[config.mk]
export PLATFORM = sky130hd
export DESIGN_NAME = framed_rate_limited_tx_queue_top
export DESIGN_NICKNAME = d
export VERILOG_FILES = /design/src/frltq_pkg.sv /design/src/frltq_ram.sv /design/src/framed_rate_limited_tx_queue_top.sv
export SDC_FILE = /design/constraint.sdc
export NUM_CORES = 2
export LEC_CHECK = 0
export BUFFER_PORTS_ARGS = -buffer_cell sky130_fd_sc_hd__buf_2
export CAP_MARGIN = 15
export CORE_MARGIN = 8
export CORE_UTILIZATION = 61
export CTS_BUF_LIST = sky130_fd_sc_hd__clkbuf_8
export CTS_CLUSTER_SIZE = 16
export DETAILED_ROUTE_END_ITERATION = 8
export PLACE_DENSITY = 0.77
export SLEW_MARGIN = 0
export SYNTH_ARGS = -nofsm -noshare
export SYNTH_HDL_FRONTEND = slang
export SYNTH_SLANG_ARGS = --single-unit
[constraint.sdc]
create_clock -name clk -period 20.3 [get_ports clk]
set_input_delay 2.03 -clock clk [delete_from_list [all_inputs] [get_ports clk]]
set_output_delay 2.03 -clock clk [all_outputs]
set_load 0.02 [all_outputs]
[src/frltq_pkg.sv]
// Shared constants, codes, result word type and address helpers for the transmit queue.
`timescale 1ns / 1ps

package frltq_pkg;

    localparam int PORTION_BYTES = 32;
    localparam int PORTION_COUNT = 8;

    localparam int SLOT_W = $clog2(PORTION_COUNT);
    localparam int POS_W  = $clog2(PORTION_BYTES + 1);
    localparam int ADDR_W = $clog2(PORTION_BYTES * PORTION_COUNT);
    localparam int STORE_DEPTH = PORTION_BYTES * PORTION_COUNT;

    localparam int PERIOD_W = 16;
    localparam int TIME_W   = 32;
    localparam int PROD_W   = POS_W + PERIOD_W;

    localparam logic [7:0]          FRAME_START       = 8'h24;
    localparam logic [PERIOD_W-1:0] BYTE_PERIOD_RESET = PERIOD_W'(1000000 / 3000);

    // input kinds
    localparam logic [1:0] KIND_FRAMED = 2'd0;
    localparam logic [1:0] KIND_RAW    = 2'd1;
    localparam logic [1:0] KIND_TICK   = 2'd2;

    // result kinds
    localparam logic OUT_BYTE   = 1'b0;
    localparam logic OUT_STATUS = 1'b1;

    // message status codes
    localparam logic [1:0] STAT_QUEUED  = 2'd0;
    localparam logic [1:0] STAT_DROPPED = 2'd1;
    localparam logic [1:0] STAT_TRUNC   = 2'd2;

    typedef struct packed {
        logic       kind;
        logic [7:0] data;
        logic       last;
        logic [1:0] status;
    } out_word_t;

    function automatic logic [SLOT_W-1:0] slot_inc(input logic [SLOT_W-1:0] slot);
        logic [SLOT_W-1:0] r;
        if (slot == SLOT_W'(PORTION_COUNT - 1))
            r = '0;
        else
            r = slot + SLOT_W'(1);
        return r;
    endfunction

    function automatic logic [ADDR_W-1:0] store_addr(input logic [SLOT_W-1:0] slot,
                                                     input logic [POS_W-1:0]  pos);
        logic [ADDR_W-1:0] r;
        r = ADDR_W'(slot) * ADDR_W'(PORTION_BYTES) + ADDR_W'(pos);
        return r;
    endfunction

endpackage

[src/frltq_ram.sv]
// Generic single-write, single-read synchronous RAM with registered read data.
`timescale 1ns / 1ps

module frltq_ram #(
    parameter int WIDTH = 8,
    parameter int DEPTH = 256
) (
    input  logic                     clk,
    input  logic                     wr_en,
    input  logic [$clog2(DEPTH)-1:0] wr_addr,
    input  logic [WIDTH-1:0]         wr_data,
    input  logic                     rd_en,
    input  logic [$clog2(DEPTH)-1:0] rd_addr,
    output logic [WIDTH-1:0]         rd_data
);

    logic [WIDTH-1:0] mem_reg [DEPTH];

    always_ff @(posedge clk)
    begin
        if (wr_en)
        begin
            mem_reg[wr_addr] <= wr_data;
        end
        if (rd_en)
        begin
            rd_data <= mem_reg[rd_addr];
        end
    end

endmodule

[src/framed_rate_limited_tx_queue_top.sv]
// Top level of the framed, rate-limited transmit queue.
//
//  channel | dir | handshake          | payload
//  --------+-----+--------------------+------------------------------------------------
//  s_*     | in  | s_tvalid/s_tready  | tuser=kind, tlast=last_byte,
//          |     |                    | tdata={time_us[39:8], data_byte[7:0]}
//  m_*     | out | m_tvalid/m_tready  | tuser=out_kind, tlast=out_last,
//          |     |                    | tdata={6'b0, out_status[9:8], out_byte[7:0]}
//  cfg_*   | in  | cfg_valid/cfg_ready| cfg_data=byte_period_us (always ready)
//
// Sequence: one item at a time. A message byte is accepted, then written to the store (the
// first byte of a framed message first writes the '$' on its own); the last byte adds a
// closing step for the checksum write and the status word. A tick that is not due returns
// to idle after decode; a due tick steps through accept, length lookup, multiply, add,
// one store read per byte, and a closing step that retires the slot. The single write
// port of the portion store and its registered read data set this sequence.
// Reset: control state clears at once; store contents stay undefined (only committed
// slots are read). Stalls: a 2-word output buffer decouples m_tready; byte reads are
// issued only when a buffer slot is guaranteed, so output backpressure just slows
// the emit loop.
`timescale 1ns / 1ps

module framed_rate_limited_tx_queue_top
    import frltq_pkg::*;
(
    input  logic        clk,
    input  logic        rst_n,
    // input stream
    input  logic        s_tvalid,
    output logic        s_tready,
    input  logic [39:0] s_tdata,   // [7:0] data_byte, [39:8] time_us
    input  logic [1:0]  s_tuser,   // [1:0] kind
    input  logic        s_tlast,   // last_byte
    // output stream
    output logic        m_tvalid,
    input  logic        m_tready,
    output logic [15:0] m_tdata,   // [7:0] out_byte, [9:8] out_status, [15:10] zero
    output logic [0:0]  m_tuser,   // [0] out_kind
    output logic        m_tlast,   // out_last
    // configuration
    input  logic        cfg_valid,
    output logic        cfg_ready,
    input  logic [15:0] cfg_data   // byte_period_us
);

    // sequencer states
    localparam logic [2:0] ST_IDLE  = 3'd0;
    localparam logic [2:0] ST_PROC  = 3'd1;  // message byte or tick decode
    localparam logic [2:0] ST_CLOSE = 3'd2;  // checksum, commit, status word
    localparam logic [2:0] ST_TLEN  = 3'd3;  // length back from RAM, multiply
    localparam logic [2:0] ST_TNEXT = 3'd4;  // next send time
    localparam logic [2:0] ST_EMIT  = 3'd5;  // stream portion bytes

    logic [2:0] state_reg, state_next;

    // latched input word
    logic [1:0]        item_kind_reg;
    logic [7:0]        item_data_reg;
    logic              item_last_reg;
    logic [TIME_W-1:0] item_time_reg;

    // queue and fill state
    logic [SLOT_W-1:0]   rslot_reg, rslot_next;
    logic [SLOT_W-1:0]   wslot_reg, wslot_next;
    logic [TIME_W-1:0]   nst_reg, nst_next;
    logic [POS_W-1:0]    fill_reg, fill_next;
    logic [7:0]          sum_reg, sum_next;
    logic                trunc_reg, trunc_next;
    logic                framed_reg, framed_next;
    logic [PERIOD_W-1:0] period_reg, period_next;

    // emit loop
    logic [POS_W-1:0]  len_reg, len_next;
    logic [PROD_W-1:0] prod_reg, prod_next;
    logic [POS_W-1:0]  idx_reg, idx_next;
    logic              pend_reg, pend_next;           // store read in flight
    logic              pend_last_reg, pend_last_next;

    // RAM ports
    logic              store_we, store_re;
    logic [ADDR_W-1:0] store_waddr, store_raddr;
    logic [7:0]        store_wdata, store_rdata;
    logic              len_we, len_re;
    logic [SLOT_W-1:0] len_waddr, len_raddr;
    logic [POS_W-1:0]  len_wdata, len_rdata;

    // output buffer, 2 words
    out_word_t  obuf_reg [2];
    logic       obuf_wptr_reg, obuf_wptr_next;
    logic       obuf_rptr_reg, obuf_rptr_next;
    logic [1:0] obuf_cnt_reg, obuf_cnt_next;
    logic       push, pop;
    out_word_t  push_word;
    out_word_t  head_word;
    logic [2:0] occ;
    logic       space;

    // message byte helpers
    logic              msg_start;
    logic              eff_framed;
    logic [7:0]        eff_sum;
    logic              eff_trunc;
    logic [POS_W-1:0]  fill_limit;
    logic [POS_W-1:0]  close_len;
    logic              ring_full;

    frltq_ram #(
        .WIDTH (8),
        .DEPTH (STORE_DEPTH)
    ) u_store (
        .clk     (clk),
        .wr_en   (store_we),
        .wr_addr (store_waddr),
        .wr_data (store_wdata),
        .rd_en   (store_re),
        .rd_addr (store_raddr),
        .rd_data (store_rdata)
    );

    frltq_ram #(
        .WIDTH (POS_W),
        .DEPTH (PORTION_COUNT)
    ) u_len (
        .clk     (clk),
        .wr_en   (len_we),
        .wr_addr (len_waddr),
        .wr_data (len_wdata),
        .rd_en   (len_re),
        .rd_addr (len_raddr),
        .rd_data (len_rdata)
    );

    assign s_tready  = (state_reg == ST_IDLE);
    assign cfg_ready = 1'b1;

    // output side
    assign head_word = obuf_reg[obuf_rptr_reg];
    assign m_tvalid  = (obuf_cnt_reg != 2'd0);
    assign m_tdata   = {6'b0, head_word.status, head_word.data};
    assign m_tuser   = head_word.kind;
    assign m_tlast   = head_word.last;
    assign pop       = m_tvalid & m_tready;

    // words held after this edge, counting a read landing this cycle
    assign occ   = {1'b0, obuf_cnt_reg} + {2'b0, pend_reg} - {2'b0, pop};
    assign space = (occ < 3'd2);

    // effective fill context: a new message starts at position zero
    assign msg_start  = (fill_reg == '0);
    assign eff_framed = msg_start ? (item_kind_reg == KIND_FRAMED) : framed_reg;
    assign eff_sum    = msg_start ? 8'd0 : sum_reg;
    assign eff_trunc  = msg_start ? 1'b0 : trunc_reg;
    assign fill_limit = eff_framed ? POS_W'(PORTION_BYTES - 1) : POS_W'(PORTION_BYTES);
    assign close_len  = framed_reg ? fill_reg + POS_W'(1) : fill_reg;
    assign ring_full  = (slot_inc(wslot_reg) == rslot_reg);

    always_comb
    begin
        state_next     = state_reg;
        rslot_next     = rslot_reg;
        wslot_next     = wslot_reg;
        nst_next       = nst_reg;
        fill_next      = fill_reg;
        sum_next       = sum_reg;
        trunc_next     = trunc_reg;
        framed_next    = framed_reg;
        period_next    = period_reg;
        len_next       = len_reg;
        prod_next      = prod_reg;
        idx_next       = idx_reg;
        pend_next      = 1'b0;
        pend_last_next = pend_last_reg;

        store_we    = 1'b0;
        store_waddr = '0;
        store_wdata = '0;
        store_re    = 1'b0;
        store_raddr = '0;
        len_we      = 1'b0;
        len_waddr   = '0;
        len_wdata   = '0;
        len_re      = 1'b0;
        len_raddr   = '0;

        push      = 1'b0;
        push_word = '0;

        if (cfg_valid)
        begin
            period_next = cfg_data;
        end

        // a store read issued last cycle lands in the buffer now
        if (pend_reg)
        begin
            push           = 1'b1;
            push_word.kind = OUT_BYTE;
            push_word.data = store_rdata;
            push_word.last = pend_last_reg;
        end

        case (state_reg)
            ST_IDLE:
            begin
                if (s_tvalid)
                begin
                    state_next = ST_PROC;
                end
            end

            ST_PROC:
            begin
                case (item_kind_reg)
                    KIND_TICK:
                    begin
                        if ((rslot_reg != wslot_reg) && (item_time_reg > nst_reg))
                        begin
                            len_re     = 1'b1;
                            len_raddr  = rslot_reg;
                            state_next = ST_TLEN;
                        end
                        else
                        begin
                            state_next = ST_IDLE;
                        end
                    end

                    KIND_FRAMED, KIND_RAW:
                    begin
                        if (msg_start && (item_kind_reg == KIND_FRAMED))
                        begin
                            // frame start marker, data byte follows next cycle
                            store_we    = 1'b1;
                            store_waddr = store_addr(wslot_reg, '0);
                            store_wdata = FRAME_START;
                            fill_next   = POS_W'(1);
                            framed_next = 1'b1;
                            sum_next    = 8'd0;
                            trunc_next  = 1'b0;
                        end
                        else
                        begin
                            framed_next = eff_framed;
                            if (fill_reg < fill_limit)
                            begin
                                store_we    = 1'b1;
                                store_waddr = store_addr(wslot_reg, fill_reg);
                                store_wdata = item_data_reg;
                                sum_next    = eff_sum + item_data_reg;
                                fill_next   = fill_reg + POS_W'(1);
                                trunc_next  = eff_trunc;
                            end
                            else
                            begin
                                sum_next   = eff_sum;
                                trunc_next = 1'b1;
                            end
                            state_next = item_last_reg ? ST_CLOSE : ST_IDLE;
                        end
                    end

                    default:
                    begin
                        state_next = ST_IDLE;
                    end
                endcase
            end

            ST_CLOSE:
            begin
                if (!pend_reg && space)
                begin
                    if (framed_reg)
                    begin
                        store_we    = 1'b1;
                        store_waddr = store_addr(wslot_reg, fill_reg);
                        store_wdata = sum_reg;
                    end
                    push           = 1'b1;
                    push_word.kind = OUT_STATUS;
                    if (ring_full)
                    begin
                        push_word.status = STAT_DROPPED;
                    end
                    else
                    begin
                        len_we           = 1'b1;
                        len_waddr        = wslot_reg;
                        len_wdata        = close_len;
                        wslot_next       = slot_inc(wslot_reg);
                        push_word.status = trunc_reg ? STAT_TRUNC : STAT_QUEUED;
                    end
                    fill_next   = '0;
                    sum_next    = 8'd0;
                    trunc_next  = 1'b0;
                    framed_next = 1'b0;
                    state_next  = ST_IDLE;
                end
            end

            ST_TLEN:
            begin
                len_next   = len_rdata;
                prod_next  = PROD_W'(len_rdata) * PROD_W'(period_reg);
                state_next = ST_TNEXT;
            end

            ST_TNEXT:
            begin
                nst_next   = item_time_reg + TIME_W'(prod_reg);
                idx_next   = '0;
                state_next = ST_EMIT;
            end

            ST_EMIT:
            begin
                if (idx_reg == len_reg)
                begin
                    rslot_next = slot_inc(rslot_reg);
                    state_next = ST_IDLE;
                end
                else if (space)
                begin
                    store_re       = 1'b1;
                    store_raddr    = store_addr(rslot_reg, idx_reg);
                    pend_next      = 1'b1;
                    pend_last_next = ((idx_reg + POS_W'(1)) == len_reg);
                    idx_next       = idx_reg + POS_W'(1);
                end
            end

            default:
            begin
                state_next = ST_IDLE;
            end
        endcase
    end

    // output buffer pointers
    always_comb
    begin
        obuf_wptr_next = push ? ~obuf_wptr_reg : obuf_wptr_reg;
        obuf_rptr_next = pop ? ~obuf_rptr_reg : obuf_rptr_reg;
        obuf_cnt_next  = obuf_cnt_reg + {1'b0, push} - {1'b0, pop};
    end

    always_ff @(posedge clk or negedge rst_n)
    begin
        if (!rst_n)
        begin
            state_reg     <= ST_IDLE;
            rslot_reg     <= '0;
            wslot_reg     <= '0;
            nst_reg       <= '0;
            fill_reg      <= '0;
            sum_reg       <= '0;
            trunc_reg     <= 1'b0;
            framed_reg    <= 1'b0;
            period_reg    <= BYTE_PERIOD_RESET;
            idx_reg       <= '0;
            pend_reg      <= 1'b0;
            obuf_wptr_reg <= 1'b0;
            obuf_rptr_reg <= 1'b0;
            obuf_cnt_reg  <= 2'd0;
        end
        else
        begin
            state_reg     <= state_next;
            rslot_reg     <= rslot_next;
            wslot_reg     <= wslot_next;
            nst_reg       <= nst_next;
            fill_reg      <= fill_next;
            sum_reg       <= sum_next;
            trunc_reg     <= trunc_next;
            framed_reg    <= framed_next;
            period_reg    <= period_next;
            idx_reg       <= idx_next;
            pend_reg      <= pend_next;
            obuf_wptr_reg <= obuf_wptr_next;
            obuf_rptr_reg <= obuf_rptr_next;
            obuf_cnt_reg  <= obuf_cnt_next;
        end
    end

    // payload registers, no reset
    always_ff @(posedge clk)
    begin
        if (s_tvalid && s_tready)
        begin
            item_kind_reg <= s_tuser;
            item_data_reg <= s_tdata[7:0];
            item_last_reg <= s_tlast;
            item_time_reg <= s_tdata[39:8];
        end
        len_reg       <= len_next;
        prod_reg      <= prod_next;
        pend_last_reg <= pend_last_next;
        if (push)
        begin
            obuf_reg[obuf_wptr_reg] <= push_word;
        end
    end

endmodule

==> metrics.md <==
| Metric | Value |
|---|---|
| Share of the synthesized area in the top cell type | `0.706` |
| Initial antenna violation count | `9` |
| Crit path launch type | `input pin` |
| Power Density | `between 100 and 150 nW/µm²` |
| Grt total ovfl | `0` |
| # nets final | `about 6700` |
| Fin util | `0.670` |
| Worst skew pair latency | `1080 ps` |
| IO Pins | `85` |
| EDFF count, synth | `2206` |
| Skew final | `roughly 81 ps` |
| Mapped Area | `93900 µm²` |
| Seq/Total Area, Yosys | `0.728` |
| Sw Ratio | `0.279` |
| Internal power | `roughly 8 mW` |
| DR WL/cell | `approximately 29 µm` |
| Placer Congestion | `0.909` |
| Reg clk slew, reported paths | `around 60 ps` |
| Mapped Avg Cell Area | `about 15 µm²` |
| Fraction of registers with async set/reset | `0.0367` |
| # DRC | `0` |
| Post-CTS Setup Bufs | `0` |
| Period utilization | `0.402` |
| Final hold viol count | `0` |
| VDD IR-drop max | `between 0.07 and 0.08 mV` |
| Cell with the most instances after synthesis | `edfxtp_1` |
| Tightest Pin Transition | `between 1000 and 1500 ps` |
| Clock Power Share | `0.323` |
| Synth Register Bits | `2290` |
| Max transition margin | `0.145` |
| Number of distinct library cells after synthesis | `between 90 and 100` |
| Worst setup startpoint | `m_tready` |
| RSZ-0062 raised after global routing | `false` |
| H-tree depth | `5` |
| Root Buffer | `clkbuf_8` |
| Largest cells by area after synthesis | `edfxtp_1 (71%), nand2_1 (2.9%), a21oi_1 (2.4%)` |
| Initial Util | `0.612` |
| Setup Crit Path Kind | `in2reg` |
| Vias in the first global route | `56900` |
| Setup crit end kind | `register` |
| Routed via count | `approximately 60000` |
| CP cell instances | `buf_2 > and2_1 > ha_1 > nand2b_1 > fa_1 > xor2_1 > nor3_4 > buf_4 > o21ai_4 > buf_12 > buf_4 > buf_4 > buf_4 > mux2i_1 > o21ai_0 > a221o_1 > a2111oi_0 > nor3_1 > o32ai_1 > a211oi_1` |
| Layout cell share with drive strength beyond 1 | `0.114` |
| Clock tree sinks | `about 2300` |
| Largest stage delay, worst path | `760 ps` |
| WL final | `between 200000 and 300000 µm` |
| Fin area | `103000 µm²` |
| WP data arrival | `approximately 9000 ps` |
| Crit-path max FO | `approximately 130` |
| First-pass GRT wire length | `~370000 µm` |
| R2R setup slack | `~12000 ps` |
| Setup TNS | `0 ps` |
| Leak Pwr | `about 36 nW` |
| Slowest CP cell | `buf_4` |
| P&R area growth vs syn | `9.54%` |
| Psw | `3.09 mW` |
| Max-cap viol count | `0` |
| Post-DRT Antenna Nets | `0` |
| Initial DRC Count | `roughly 9700` |
| Fmax | `approximately 120 MHz` |
| Chip height | `approximately 400 µm` |
| CP required | `21070 ps` |
| Minimum clock period | `8150 ps` |
| # rows | `144` |
| Port buffer count | `a little under 80` |
| CTS buffer count | `around 360` |
| Sum of buffers and inverters on the critical path | `6` |
| Pre-Repair DR Iteration Count | `9` |
| Worst hold path class | `reg2reg` |
| PostCTS Resize Cnt | `0` |
| Worst r2r src | `obuf_cnt_reg[1]` |
| GRT Util Overall | `0.298` |
| Delay-heaviest family, CP | `buffers and inverters` |
| Hold_sp | `nst_reg[5]` |
| Yosys warning count | `0` |
| DIE AREA | `roughly 170000 µm²` |
| Comb power frac | `0.157` |
| Die width | `roughly 400 µm` |
| Placed Instance Area | `96400 µm²` |
| Main synth FF type | `edfxtp_1` |
| Synth cell count leaders | `edfxtp_1 (2206), nand2_1 (725), a21oi_1 (445), nor2_1 (326), mux2i_1 (220)` |
| Flop pwr share | `0.520` |
| Top cell by count, worst path | `buf_4` |
| Count of final setup violators | `0` |
| Synth area leader | `edfxtp_1` |
| Vias per cell | `around 6.7` |
| Mapped Cells | `between 6000 and 7000` |
| CTS max path bufs | `4` |
| Status | `completed` |
| Largest net degree at the start of global routing | `198` |
| DP Wirelength | `148000 µm` |
| Final Max Slew Viols | `0` |
| Largest register FFs | `just over 2000` |
| Cts hold-fix bufs | `0` |
| Core area | `154000 µm²` |
| CTS tree | `done` |
-- final timing paths --
| path | to | cells after the start |
|---|---|---|
| hold reg to reg | nst_reg[5] | 2 |
| min in group asynchronous | sum_reg[3] | 1 |
| max in group asynchronous | idx_reg[1] | 2 |
| setup reg to reg | u_store.rd_data[2] | 20 |
| setup / recovery | u_store.rd_data[2] | 20 |
| hold / removal | nst_reg[5] | 2 |
-- cells in the final DEF, fill, tap and decap left out, types with 107 or more instances in the layout --
cell      Yosys  final
a22oi_1     133    133
a21oi_1     445    443
a221oi_1    130    130
nor2_1      326    325
clkbuf_8      0    374
edfxtp_1   2206   2206
ha_1        107    107
mux2i_1     220    220
nand2_1     725    724
o21ai_0     212    211
inv_1       141    255
and2_1      111    110
-- tightest hold or removal path, cell delays in order, from the launching register on --
cell and delay [ps]:
dfrtp_1 340, nand2_1 50, o21ai_0 60
-- area by class of cell --
type | instances | area [µm²]
multi-input cells | 3531 | 23600
repair buffers | 187 | 1390
fillers | 10200 | 50700
clock inverters | 253 | 1250
diodes | 8 | 20.0
well taps | 2044 | 2560
clock buffers | 374 | 5150
inverters | 144 | 541
flip-flops and latches | 2290 | 68400
-- layer usage --
metal | wire [µm] | share of wire | GRT usage
met1 | 91200 | 0.36 | 0.400
met2 | 116000 | 0.45 | 0.448
met3 | 33900 | 0.13 | 0.0800
met4 | 15800 | 0.061 | 0.160
met5 | 41 | 0.00016 | 0
-- cells by family after synthesis --
group | count (synthesis) | share of synthesized area
buf+inv | 525 | 0.0238
mux | 319 | 0.0361
xor+xnor | 85 | 0.00809
compound gates | 1504 | 0.109
flops | 2290 | 0.728
other cells | 2 | 0.0000800
simple gates | 1449 | 0.0673
fa+ha+maj | 167 | 0.0271
-- power groups by stage --
| stage | combinational, mW | clock, mW | sequential (mW) |
|---|---|---|---|
| floorplan | 1.16 | 0 | 5.87 |
| global placement | 1.65 | 0 | 5.85 |
| detailed placement | 1.71 | 0 | 5.86 |
| CTS | 1.72 | 3.59 | 5.76 |
| global route | 1.89 | 3.78 | 5.77 |
| finish | 1.74 | 3.57 | 5.76 |
-- through the flow --
step	total power [mW]	hold slack [ps]	worst slack (ps)	instances
6_report	11.1	478	12150	8831
5_1_grt	11.4	498	11910	8825
4_1_cts	11.1	481	12230	8818
3_5_place_dp	7.57	467	11190	8191
3_3_place_gp	7.51	460	11370	8190
2_1_floorplan	7.03	449	5810	6346
Power figures use the tool's default switching activity.
